[src/hdl/tvhc_pkg.sv]
// tvhc_pkg: shared types, command and status codes for the target value hit counter
// used by tvhc_cell and target_value_hit_counter_core; no dependencies
package tvhc_pkg;

  // default sizes
  localparam int DEPTH_DEF   = 64;
  localparam int COUNT_W_DEF = 32;

  // fixed field widths of the beats
  localparam int CMD_W  = 3;
  localparam int VAL_W  = 32;
  localparam int IDX_W  = 6;
  localparam int ST_W   = 3;
  localparam int LOAD_W = 7;
  localparam int OCNT_W = 32;

  // command codes
  localparam logic [CMD_W-1:0] CMD_CLEAR = 3'd0;
  localparam logic [CMD_W-1:0] CMD_ADD   = 3'd1;
  localparam logic [CMD_W-1:0] CMD_RANGE = 3'd2;
  localparam logic [CMD_W-1:0] CMD_COUNT = 3'd3;
  localparam logic [CMD_W-1:0] CMD_READ  = 3'd4;

  // status codes
  localparam logic [ST_W-1:0] ST_OK      = 3'd0;
  localparam logic [ST_W-1:0] ST_DUP     = 3'd1;
  localparam logic [ST_W-1:0] ST_FULL    = 3'd2;
  localparam logic [ST_W-1:0] ST_NOMATCH = 3'd3;
  localparam logic [ST_W-1:0] ST_BADIDX  = 3'd4;

  // input beat
  typedef struct packed {
    logic [CMD_W-1:0]        command;
    logic signed [VAL_W-1:0] value;
    logic signed [VAL_W-1:0] limit_b;
    logic [IDX_W-1:0]        index;
  } in_beat_t;

  // result beat
  typedef struct packed {
    logic [ST_W-1:0]         status;
    logic [IDX_W-1:0]        entry_index;
    logic signed [VAL_W-1:0] entry_value;
    logic [OCNT_W-1:0]       entry_count;
    logic [LOAD_W-1:0]       entries_loaded;
  } out_beat_t;

  // command broadcast to every cell while a token walks the chain
  typedef struct packed {
    logic [CMD_W-1:0] cmd;
    logic [VAL_W-1:0] key;
    logic [IDX_W-1:0] rd_idx;
  } ctl_t;

  // token handed from cell to cell
  typedef struct packed {
    logic             vld;
    logic             hit;
    logic [ST_W-1:0]  status;
    logic [IDX_W-1:0] idx;
    logic [VAL_W-1:0] val;
    logic [VAL_W-1:0] cur;
  } tok_t;

  // controller states
  typedef enum logic [2:0] {
    S_IDLE = 3'b001,
    S_RUN  = 3'b010,
    S_HOLD = 3'b100
  } state_t;

endpackage

[src/hdl/tvhc_cell.sv]
// tvhc_cell: one table entry (target value and hit counter) of the chain
// acts on the token passing by and hands it to the next cell; depends on tvhc_pkg
module tvhc_cell import tvhc_pkg::*; #(
  parameter int CELL_ID     = 0,
  parameter int COUNT_WIDTH = COUNT_W_DEF,
  parameter int FILL_W      = $clog2(DEPTH_DEF + 1)
) (
  input  logic                   clk,
  input  logic                   rst_n,
  input  ctl_t                   ctl_i,
  input  logic [FILL_W-1:0]      fill_i,
  input  logic [FILL_W-1:0]      span_i,
  input  tok_t                   tok_i,
  input  logic [COUNT_WIDTH-1:0] cnt_i,
  output tok_t                   tok_o,
  output logic [COUNT_WIDTH-1:0] cnt_o
);

  localparam logic [FILL_W-1:0] MY_ID   = FILL_W'(CELL_ID);
  localparam logic [FILL_W-1:0] MY_NEXT = FILL_W'(CELL_ID + 1);
  localparam bit                READABLE = (CELL_ID < (1 << IDX_W));
  localparam logic [IDX_W-1:0]  MY_IDX  = IDX_W'(CELL_ID);

  logic [VAL_W-1:0]       val_r, val_nxt;
  logic [COUNT_WIDTH-1:0] hits_r, hits_nxt, hits_inc;
  tok_t                   tok_r, tok_nxt;
  logic [COUNT_WIDTH-1:0] tcnt_r, tcnt_nxt;
  logic                   filled;

  assign filled   = (MY_ID < fill_i);
  assign hits_inc = (hits_r == {COUNT_WIDTH{1'b1}}) ? hits_r : hits_r + 1'b1;

  // per-cell action on the passing token
  always_comb begin
    tok_nxt     = tok_i;
    tok_nxt.cur = tok_i.cur + 32'd1;
    tcnt_nxt    = cnt_i;
    val_nxt     = val_r;
    hits_nxt    = hits_r;
    if (tok_i.vld) begin
      unique case (ctl_i.cmd)
        CMD_CLEAR: begin
          hits_nxt = '0;
        end
        CMD_ADD: begin
          if (!tok_i.hit) begin
            if (filled && (val_r == ctl_i.key)) begin
              tok_nxt.hit    = 1'b1;
              tok_nxt.status = ST_DUP;
              tok_nxt.idx    = MY_IDX;
              tok_nxt.val    = val_r;
              tcnt_nxt       = hits_r;
            end else if (MY_ID == fill_i) begin
              // first free slot, reached only after every filled entry missed
              val_nxt        = ctl_i.key;
              hits_nxt       = '0;
              tok_nxt.hit    = 1'b1;
              tok_nxt.status = ST_OK;
              tok_nxt.idx    = MY_IDX;
              tok_nxt.val    = ctl_i.key;
              tcnt_nxt       = '0;
            end
          end
        end
        CMD_RANGE: begin
          hits_nxt = '0;
          if (MY_ID < span_i) begin
            val_nxt = tok_i.cur;
          end
          if (MY_NEXT == span_i) begin
            tok_nxt.hit    = 1'b1;
            tok_nxt.status = ST_OK;
            tok_nxt.idx    = MY_IDX;
            tok_nxt.val    = tok_i.cur;
            tcnt_nxt       = '0;
          end
        end
        CMD_COUNT: begin
          if (filled && (val_r == ctl_i.key)) begin
            hits_nxt       = hits_inc;
            tok_nxt.hit    = 1'b1;
            tok_nxt.status = ST_OK;
            tok_nxt.idx    = MY_IDX;
            tok_nxt.val    = val_r;
            tcnt_nxt       = hits_inc;
          end
        end
        CMD_READ: begin
          if (READABLE && filled && (ctl_i.rd_idx == MY_IDX)) begin
            tok_nxt.hit    = 1'b1;
            tok_nxt.status = ST_OK;
            tok_nxt.idx    = MY_IDX;
            tok_nxt.val    = val_r;
            tcnt_nxt       = hits_r;
          end
        end
        default: begin
        end
      endcase
    end
  end

  // counter and token stage
  always_ff @(posedge clk) begin
    if (!rst_n) begin
      hits_r    <= '0;
      tok_r.vld <= 1'b0;
    end else begin
      hits_r <= hits_nxt;
      tok_r  <= tok_nxt;
      tcnt_r <= tcnt_nxt;
    end
  end

  // target value, undefined until written
  always_ff @(posedge clk) begin
    val_r <= val_nxt;
  end

  assign tok_o = tok_r;
  assign cnt_o = tcnt_r;

endmodule

[config.mk]
export PLATFORM = sky130hd
export DESIGN_NAME = tvhc_cell
export DESIGN_NICKNAME = d
export VERILOG_FILES = /design/src/hdl/tvhc_pkg.sv /design/src/hdl/tvhc_cell.sv
export SDC_FILE = /design/constraint.sdc
export NUM_CORES = 1
export LEC_CHECK = 0
export BUFFER_PORTS_ARGS = -buffer_cell sky130_fd_sc_hd__buf_4
export CAP_MARGIN = 10
export CORE_MARGIN = 5
export CORE_UTILIZATION = 45
export CTS_CLUSTER_DIAMETER = 100
export CTS_CLUSTER_SIZE = 40
export DETAILED_ROUTE_END_ITERATION = 10
export GPL_TIMING_DRIVEN = 1
export HOLD_SLACK_MARGIN = 0.03
export PLACE_DENSITY = 0.7
export SKIP_CTS_REPAIR_TIMING = 1
export SLEW_MARGIN = 20
export SYNTH_ARGS = -nofsm -noshare
export SYNTH_HDL_FRONTEND = slang
export SYNTH_SLANG_ARGS = --single-unit
[constraint.sdc]
create_clock -name clk -period 3.35 [get_ports clk]
set_input_delay 0.67 -clock clk [delete_from_list [all_inputs] [get_ports clk]]
set_output_delay 0.67 -clock clk [all_outputs]
set_load 0.05 [all_outputs]
### Word level (Yosys, flattened, before mapping)

Index checks and enable logic that the tools add are counted.

| operators by class | value |
|---|---|
| equality and inequality tests | 12 |
| reduce and logical (&&, ||, !) cells | 10 |
| add/subtract/negate cells | 2 |
| magnitude comparators | 2 |
| muxes and demuxes | 27 |

Operators with widths:

| cell | count |
|---|---|
| $mux 32 | 16 |
| $mux 42 | 7 |
| $pmux 42 s4 | 1 |
| $pmux 32 s4 | 1 |
| $pmux 32 s3 | 1 |
| $add 32x1->32 const B | 2 |
| $pmux 32 s2 | 1 |
| $eq 32x32->1 | 1 |
| $eq 32x32->1 const B | 1 |
| $lt 1x7->1 const A | 2 |
| $reduce_and 6->1 | 2 |
| $ne 2x2->1 const B | 5 |
| $eq 1x7->1 const A | 1 |
| $logic_not 7->1 | 1 |
| $eq 3x2->1 const B | 2 |
| $logic_not 6->1 | 1 |
| $eq 3x1->1 const B | 1 |
| $eq 3x3->1 const B | 1 |
| $logic_not 3->1 | 1 |
| $reduce_bool 3->1 | 1 |
| $logic_and 1x1->1 | 2 |
| $reduce_bool 2->1 | 1 |
| $reduce_or 2->1 | 1 |

| word-level totals | value |
|---|---|
| logic and storage cells | 62 |
| bits in registers | 171 |
| output and inout port bits | 107 |

### Depth between registers and ports, before layout

Gate-level depths: netlist of run 1.

| logic depth | value |
|---|---|
| depth in word-level cells | 6 |
| depth in mapped cells | 12 |
| mapped depth without buffers | 8 |

### Least setup slack after synthesis of run 1

OpenSTA, ideal clock, no wires.

| timing | value |
|---|---|
| path kind | input-to-reg |
| start point | input port fill_i[4] |
| end point | register val_r[0] (enable) |
| stages | 6 |
| arrival time | 3.111 ns |
| library setup time | 0.421 ns |
| required time | 2.929 ns |
| path slack | -0.182 ns |
| cell sequence | or4_1 -> nor2_1 -> nand2_1 -> nor2_1 -> a21oi_1 -> nor2_1 |

| between the ends | value |
|---|---|
| cells in the longest elaborated chain, start to end | 4 |
| elaborated cells between the ends (all ways) | 6 |
| those cells by class | order compare (1); eq/ne (2); reduce/logical (3) |

Ends and longest elaborated chain:

| what | line | source |
|---|---|---|
| start: declaration | tvhc_cell.sv:11 | `input logic [FILL_W-1:0] fill_i,` |
| $lt 1x7->1 | tvhc_cell.sv:30 | `assign filled = (MY_ID < fill_i);` |
| $logic_and 1x1->1 | tvhc_cell.sv:47 | `if (filled && (val_r == ctl_i.key)) begin` |
| $ne 2x2->1 (no line) | -- |  |
| $reduce_and 6->1 (no line) (*) | -- |  |
| end signal: assignment | tvhc_cell.sv:117 | `val_r <= val_nxt;` |
| end: declaration | tvhc_cell.sv:24 | `logic [VAL_W-1:0] val_r, val_nxt;` |

Mark *: on every way between the ends. The rest lies on a longest branch, timed or not.
A chain may end at the register's enable or synchronous reset.

==> results of run 1 <==
## layout by cell type (no fill, tap or decap), types with 20 or more instances in the layout
cell	count
and3_1	20
xnor2_1	28
nor3_1	23
xor2_1	42
dfxtp_1	33
nand3_1	37
o21ai_0	36
and2_1	21
mux2_2	31
buf_4	304
nor2_1	75
a22oi_1	33
nand2_1	77
a21oi_1	43
a221o_1	29
edfxtp_1	138
## worst min-delay path: cells and delay by family
kind / cells / cell delay, ns
AOI/OAI and AO/OA: 1 / 0.05
buffers and inverters: 1 / 0.08
and+or+nand+nor: 1 / 0.05
## registers in the layout, indices dropped and copies added, names as in the netlist
register / cells
tok_o: 75
cnt_o: 32
hits_r: 32
val_r: 32
## cells by family (layout without fill, tap and decap cells)
family,after synthesis,after routing,share of synthesized area [%]
compound gates,235,235,17.9
xor+xnor,70,70,6.45
fa+ha+maj,2,2,0.263
buf+inv,66,356,3.01
flops,171,171,50.5
mux,31,31,3.67
simple gates,340,340,18.2
## metrics by stage
stage,hold WS [ns],util [%],cell area (um2),total power [mW],instances
2_1_floorplan,0.475,-,9510,3.15,915
3_3_place_gp,0.505,57.7,12100,3.65,1448
3_5_place_dp,0.512,57.7,12100,3.66,1448
4_1_cts,0.499,60.5,12600,5.66,1480
5_1_grt,0.498,60.5,12600,5.82,1480
6_report,0.505,60.5,12600,5.63,1480
## metal layers
metal,wire [um],vias to the layer above
li1,-,4072
met1,12200,4227
met2,15200,452
met3,3400,52
met4,743,0
met5,0,-
## how the worst min path moves through the flow
stage          slack, ns                    start  depth (start not counted)                 endpoint
2_1_floorplan       0.47   hits_r[0]$_SDFFE_PN0P_                          1   hits_r[0]$_SDFFE_PN0P_
3_3_place_gp        0.51   hits_r[0]$_SDFFE_PN0P_                          1   hits_r[0]$_SDFFE_PN0P_
3_5_place_dp        0.51  hits_r[26]$_SDFFE_PN0P_                          2  hits_r[26]$_SDFFE_PN0P_
4_1_cts             0.50                 cnt_i[0]                          3       cnt_o[0]$_DFFE_PP_
5_1_grt             0.50                cnt_i[26]                          3      cnt_o[26]$_DFFE_PP_
6_report            0.51                cnt_i[25]                          3      cnt_o[25]$_DFFE_PP_
## power groups by stage
| stage | logic, mW | registers, mW | clock network, mW |
|---|---|---|---|
| final | 1.12 | 2.49 | 2.02 |
| after global placement | 1.11 | 2.53 | 0 |
| after CTS | 1.13 | 2.49 | 2.04 |
| after detailed placement | 1.12 | 2.54 | 0 |
| after floorplan | 0.215 | 2.94 | 0 |
| after global routing | 1.17 | 2.50 | 2.14 |
## cell type report
class | instances | area (um2) | area share [%]
repair buffers | 310 | 2400 | 19.0
multi-input cells | 678 | 4450 | 35.2
clock buffers | 18 | 429 | 3.40
clock inverters | 14 | 156 | 1.24
flip-flops and latches | 171 | 4800 | 38.0
inverters | 14 | 52.6 | 0.416
well taps | 275 | 344 | 2.72
==> results.cfg, run 1 <==
[run_status]
status = finished, final reports clean

[global_route]
globalRouteMet2Util_pct = 41.1
antenna_found_initial = 0
use_met3_pct = 8.98
busiest_layer = met2
grt_max_degree = 54
use_met1_pct = 31.5
gr-total-overflow = 0
grt_pass1_wl_um = 47700
track_usage_pct = 25.2
grt_pass1_vias = 8531

[logic_synthesis]
synth_edf_count = 138
yosysSeqAreaShare_pct = 50.5
syn_nets = 1081
synth_area_leaders = edfxtp_1 (44%), dfxtp_1 (6.9%), xor2_1 (3.9%)
yosysMostFrequentCell = edfxtp_1
syn-cell-area_um2 = 9510
synthFlopType = edfxtp_1
synthArstFlopShare_pct = 0
ys_warn_count = 0
synth.distinct_cells = 64
synth_cells = 915
ys_top_cells_by_count = edfxtp_1 (138), nand2_1 (77), nor2_1 (77)
ys_ff_latch = 171
yosys.area.top_type = edfxtp_1
syn_avg_cell_area_um2 = 10.4
netlist.area_leader.share_pct = 43.6

[setup_path]
cp-start-kind = flop
cp_cell_sequence = xnor2_1 > nand4_1 > or4_1 > buf_4 > nor3_1 > nor2_1 > o311ai_0 > a32o_1
critPathMaxStageDelay_ns = 0.56
critPathRequiredTime_ns = 3.64
regToRegStartpoint = val_r[8]$_DFFE_PP_
r2r_end = tok_o[61]$_DFFE_PP_
cp-startpoint = val_r[8]$_DFFE_PP_
crit_family = simple AND/OR/NAND/NOR gates
worstPathMaxFanout = 6
crit_type = reg -> reg
reg2regPathDepth = 8
crit_end = tok_o[61]$_DFFE_PP_
worstPathArrival_ns = 3.30
r2r_setup_slack_ns = 0.34
endpoint_kind = flop
crit_buf_inv = 1
cpMaxStageDelayCell = or4_1
cp.depth = 8

[power]
p_int_mw = 3.96
p_seq_share_pct = 44.2
ir_drop_mv = 0.366
powerDensity_nw_per_um2 = 446
clockPowerShare_pct = 35.9
pwr-share-comb_pct = 19.9
p_sw_share_pct = 29.6
leakagePower_nw = 4.81
p_sw_mw = 1.67

[finish]
fill_cells = 1797
layout-drive-gt1-share_pct = 32.0
final_nets = 1358
syn_to_final_growth_pct = 32.9
n_antenna_cell = 0

[place]
dp_slack_ns = 0.0976
io_buffer_count = 270
place.gp.congestion = 0.862
dp_hpwl_um = 23400

[flow_run]
maxCapViolations = 0

[timing]
worst_pin_slew_ns = 0.810
hold_viol = 0
final.period_utilization_pct = 89.8
drv_slew = 0
rsz0062_at_grt = no
skew_ns = 0.0124
finalSetupTns_ns = 0
timing.final.ws_setup_ns = 0.342
setup_viol = 0
fmax_mhz = 332
slew_headroom_pct = 45.6
min_period_ns = 3.01

[clock_tree]
clk_latency_ns = 0.43
clkTransAtPathRegs_ns = 0.07
clockRootBuffer = clkbuf_16
clk_path_buf_depth = 2
numCtsBuffers = 17
cts_tree = yes
numClockSinks = 171
cts_max_level = 4

[die]
rows = 53
fp.dieArea_um2 = 24100
io_pins = 271
initial_core_util_pct = 45.5
die_w_um = 155
die_h_um = 155
coreArea_um2 = 20900

[route]
drt_iter0_drc = 818
wl_per_cell_um = 21.3
routed_wl_um = 31500
ant_nets = 0
via_per_inst = 5.95
vias = 8803
drc = 0
first_pass_iters = 5

[hold_path]
holdCritPathClass = in -> reg
Note: power is estimated with default switching activity, not from simulation.
==> inputs of run 2 (changes only) <==
- CELL_PAD_IN_SITES_DETAIL_PLACEMENT: not set -> 1
- CELL_PAD_IN_SITES_GLOBAL_PLACEMENT: not set -> 1
- CORE_UTILIZATION: 45 -> 36
- PLACE_DENSITY: 0.7 -> 0.73
==> run 2 against run 1 <==
Clock power grew 2%; global-route usage decreased by 2.0 points; sequential power hardly changed; critical path depth did not move; combinational power is essentially flat; routed wire length up 13%; sequential share of layout area down 0.51 points; clock-buffer cell count shrank 1; non-clock buffer count is 9 higher; power is 1.1% higher; register-to-register slack gained 0.099 ns; via count hardly changed; largest cell class unchanged; largest power group unchanged; highest routed layer is now met5.
==> results.cfg, run 2 (synthesis results as in run 1) <==
[route]
drt_iter0_drc = 542
ant_nets = 0
routed_wl_um = 35500
drc = 0
vias = 8799
wl_per_cell_um = 22.9
first_pass_iters = 5
via_per_inst = 5.67

[setup_path]
crit_end = cnt_o[19]$_DFFE_PP_
r2r_setup_slack_ns = 0.44
cp-start-kind = flop
cpMaxStageDelayCell = or4_1
crit_top_cell = or4_1
worstPathMaxFanout = 33
regToRegStartpoint = val_r[8]$_DFFE_PP_
r2r_end = cnt_o[19]$_DFFE_PP_
cp_cell_sequence = xnor2_1 > buf_4 > nand4_1 > or4_1 > or4_1 > buf_12 > or3_1 > o211ai_1
critPathMaxStageDelay_ns = 0.60
crit_type = reg -> reg
endpoint_kind = flop
reg2regPathDepth = 8
crit_family = simple AND/OR/NAND/NOR gates
worstPathArrival_ns = 3.18
crit_buf_inv = 2
cp-startpoint = val_r[8]$_DFFE_PP_
critPathRequiredTime_ns = 3.62
cp.depth = 8

[clock_tree]
clk_latency_ns = 0.44
numClockSinks = 171
cts_max_level = 4
clkTransAtPathRegs_ns = 0.08
cts_tree = yes
clockRootBuffer = clkbuf_16
clk_path_buf_depth = 2
numCtsBuffers = 17

[power]
ir_drop_mv = 0.324
leakagePower_nw = 4.87
powerDensity_nw_per_um2 = 445
power.total_mw = 5.70

[hold_path]
hold_depth = 3
holdCritPathClass = in -> reg

[global_route]
track_usage_pct = 23.3
antenna_found_initial = 3
gr-total-overflow = 0
grt_pass1_wl_um = 55500
grt_pass1_vias = 9378
use_met3_pct = 7.44
busiest_layer = met2
use_met1_pct = 29.5
globalRouteMet2Util_pct = 38.8
grt_max_degree = 60

[finish]
largest_register_ffs = 75
layout_common_cells = buf_4 (312), edfxtp_1 (138), nand2_1 (77)
fin_area_um2 = 12800
final_nets = 1367
final_common_cell = buf_4
stdcell_count = 1551
layout-drive-gt1-share_pct = 32.7
syn_to_final_growth_pct = 34.7

[timing]
fmax_mhz = 344
setup_viol = 0
hold_viol = 0
final.period_utilization_pct = 86.8
worst_pin_slew_ns = 0.744
drv_slew = 0
timing.final.ws_setup_ns = 0.442
min_period_ns = 2.91
finalSetupTns_ns = 0
slew_headroom_pct = 50.1
skew_ns = 0.0190
rsz0062_at_grt = no

[place]
placed_area_um2 = 12200
dp_slack_ns = 0.116
io_buffer_count = 270
place_inst = 1517
place.gp.congestion = 0.879
dp_hpwl_um = 26300

[die]
die_h_um = 173
coreArea_um2 = 26100
fp.dieArea_um2 = 29800
die_w_um = 173
io_pins = 271
initial_core_util_pct = 36.5
rows = 59

[run_status]
status = finished, final reports clean

[flow_run]
maxCapViolations = 0
run 2: changes by cell type in the layout (fill, tap and decap cells not counted):
cell        delta
clkbuf_1       -1
bufinv_16      -1
clkinvlp_4     +1
inv_8          +5
buf_12         +1
clkinv_1       -2
clkinv_4       +1
buf_4          +8
inv_6          -4
diode_2        +2
clkinv_8       +1
run 2: worst register-to-register path: stages (launching register included):
cell      delay, ns
edfxtp_1       0.41
xnor2_1        0.23
buf_4          0.15
nand4_1        0.14
or4_1          0.60
or4_1          0.50
buf_12         0.21
or3_1          0.40
o211ai_1       0.11
run 2: where the power goes:
group / internal, mW / switching, mW
combinational: 0.403 / 0.735
sequential: 2.44 / 0.0460
clock: 1.07 / 0.997
run 2: area by class of cell:
| type | instances | area, um2 |
|---|---|---|
| Clock inverter | 15 | 173 |
| Sequential cell | 171 | 4800 |
| Antenna cell | 2 | 5.00 |
| Clock buffer | 17 | 425 |
| Fill cell | 2931 | 13200 |
| Timing Repair Buffer | 319 | 2480 |
| Inverter | 14 | 52.6 |
| Multi-Input combinational cell | 678 | 4450 |
| Tap cell | 335 | 419 |
run 2: worst min path at each step:
stage / to / from / slack (ns)
floorplan: hits_r[0]$_SDFFE_PN0P_ / hits_r[0]$_SDFFE_PN0P_ / 0.47
global placement: hits_r[0]$_SDFFE_PN0P_ / hits_r[0]$_SDFFE_PN0P_ / 0.50
detailed placement: hits_r[0]$_SDFFE_PN0P_ / hits_r[0]$_SDFFE_PN0P_ / 0.53
CTS: cnt_o[25]$_DFFE_PP_ / cnt_i[25] / 0.49
global route: tok_o[68]$_DFFE_PP_ / tok_i[68] / 0.51
finish: cnt_o[0]$_DFFE_PP_ / cnt_i[0] / 0.51
run 2: metal layers:
metal	wire [um]	up-vias	share of wire, %
li1	-	4091	-
met1	14700	4351	41
met2	17400	324	49
met3	2880	31	8.1
met5	13	-	0.037
met4	548	2	1.5
run 2: per-stage QoR:
| stage | utilization (%) | hold slack, ns |
|---|---|---|
| detailed placement | 46.9 | 0.527 |
| global placement | 46.9 | 0.503 |
| global route | 49.2 | 0.510 |
| floorplan | - | 0.475 |
| CTS | 49.2 | 0.492 |
| finish | 49.2 | 0.505 |
==> inputs of run 3 (changes only) <==
- REMOVE_ABC_BUFFERS: not set -> 1
- clock period: 3.35 -> 2.5 ns (I/O delays scaled with it)
==> run 3 against run 2 <==
The flow now finishes with violations (negative setup slack); final area increased by 11%; final cell count up 8.5%; setup slack got worse by 0.68 ns; sequential cell count stayed put; clock-buffer cell count unchanged; power grew 35%; routed wire length grew 5.0%; global-route usage is 0.087 points lower; largest power group unchanged; highest routed layer is now met4.
==> results.cfg, run 3 (synthesis results as in run 1) <==
[run_status]
status = finished, violations left
violations = negative setup slack

[die]
initial_core_util_pct = 36.5
fp.dieArea_um2 = 29800
die_h_um = 173
io_pins = 271
coreArea_um2 = 26100
die_w_um = 173
rows = 59

[route]
routed_wl_um = 37300
drt_iter0_drc = 566
via_per_inst = 5.56
wl_per_cell_um = 22.2
drc = 0
first_pass_iters = 5
vias = 9354
ant_nets = 0

[power]
pwr-share-comb_pct = 21.5
leakagePower_nw = 5.67
ir_drop_mv = 0.321
p_int_mw = 5.24
powerDensity_nw_per_um2 = 538
p_sw_share_pct = 31.7
clockPowerShare_pct = 35.0
p_sw_mw = 2.43
p_seq_share_pct = 43.5
power.total_mw = 7.67

[timing]
slew_headroom_pct = 62.7
drv_slew = 0
finalSetupTns_ns = -12.06
worst_pin_slew_ns = 0.551
fin_hold_ws_ns = 0.334
hold_viol = 0
rsz0062_at_grt = yes
timing.final.ws_setup_ns = -0.243
final.period_utilization_pct = 110
min_period_ns = 2.74
skew_ns = 0.0172
fmax_mhz = 365
setup_viol = 92

[finish]
largest_register_ffs = 75
syn_to_final_growth_pct = 49.8
register_area_um2 = 4800
final_common_cell = buf_4
layout-drive-gt1-share_pct = 43.2
multiInputGateArea_um2 = 4770
fill_cells = 2896
final_nets = 1501
layout_common_cells = buf_4 (432), edfxtp_1 (138), nand2_1 (73)
n_antenna_cell = 0

[setup_path]
cpMaxStageDelayCell = or4_4
crit_type = reg -> reg
worstPathMaxFanout = 29
critPathMaxStageDelay_ns = 0.56
cp_cell_sequence = xnor2_2 > nand4_1 > or4_4 > or4_4 > buf_12 > or3_1 > o211ai_1
r2r_setup_slack_ns = -0.24
crit_top_cell = or4_4
worstPathArrival_ns = 3.02
endpoint_kind = flop
critPathRequiredTime_ns = 2.77
cp-start-kind = flop

[place]
io_buffer_count = 270
dp_hpwl_um = 27000
dp_slack_ns = -0.528
place.gp.congestion = 0.889

[clock_tree]
clk_path_buf_depth = 2
cts_max_level = 4
numCtsBuffers = 17
clk_latency_ns = 0.44
clockRootBuffer = clkbuf_16
cts_tree = yes
numClockSinks = 171
clkTransAtPathRegs_ns = 0.08

[global_route]
gr-total-overflow = 0
use_met1_pct = 27.7
globalRouteMet2Util_pct = 40.7
use_met3_pct = 8.06
grt_pass1_vias = 9780
grt_max_degree = 45
grt_pass1_wl_um = 55400
track_usage_pct = 23.2
busiest_layer = met2
antenna_found_initial = 0

[flow_run]
maxCapViolations = 0

[hold_path]
holdCritPathClass = in -> reg
run 3: cell count changes in the layout (fill, tap and decap cells not counted), sizes merged:
cell,change
diode,-2
clkbuf,+3
bufinv,-1
buf,+131
inv,+1
run 3: cell type report:
type                       instances  share of cell area, %
sequential                       171                   33.7
inverter                          14                  0.369
multi-input combinational        678                   33.5
tap                              335                   2.94
timing repair buffer             453                   25.4
clock inverter                    15                   1.02
clock buffer                      17                   2.99
run 3: layer usage:
layer	wire length, um	share of wire (%)
met1	14700	40
met2	19000	51
met3	3100	8.3
met4	423	1.1
met5	0	0
run 3: worst max-delay path, delay by kind of cell, from the launching register on:
| kind | cells | cell delay, ns |
|---|---|---|
| flip-flops | 1 | 0.43 |
| buffers and inverters | 1 | 0.19 |
| XOR/XNOR | 1 | 0.20 |
| AO/OA/AOI/OAI | 1 | 0.11 |
| AND/OR/NAND/NOR | 4 | 1.64 |
run 3: per-stage QoR:
step / cell area [um2] / utilization (%) / cells
after floorplan: 9280 / - / 863
after global placement: 13100 / 50.4 / 1635
after detailed placement: 13100 / 50.4 / 1635
after CTS: 13700 / 52.6 / 1667
after global routing: 14200 / 54.7 / 1683
final: 14200 / 54.7 / 1683
run 3: power by group through the flow:
stage	registers (mW)	clock network [mW]	logic, mW
2_1_floorplan	3.94	0	0.268
3_3_place_gp	3.39	0	1.57
3_5_place_dp	3.40	0	1.60
4_1_cts	3.34	2.75	1.60
5_1_grt	3.35	2.88	1.73
6_report	3.34	2.69	1.65
run 3: path summary, 6_finish.rpt:
check / cells past startpoint / endpoint / from
worst min register to register: 2 / hits_r[18]$_SDFFE_PN0P_ / hits_r[18]$_SDFFE_PN0P_
worst max-delay path: 7 / cnt_o[19]$_DFFE_PP_ / val_r[29]$_DFFE_PP_
worst max register to register: 7 / cnt_o[19]$_DFFE_PP_ / val_r[29]$_DFFE_PP_
worst min-delay path: 2 / tok_o[74]$_SDFF_PN0_ / tok_i[74]
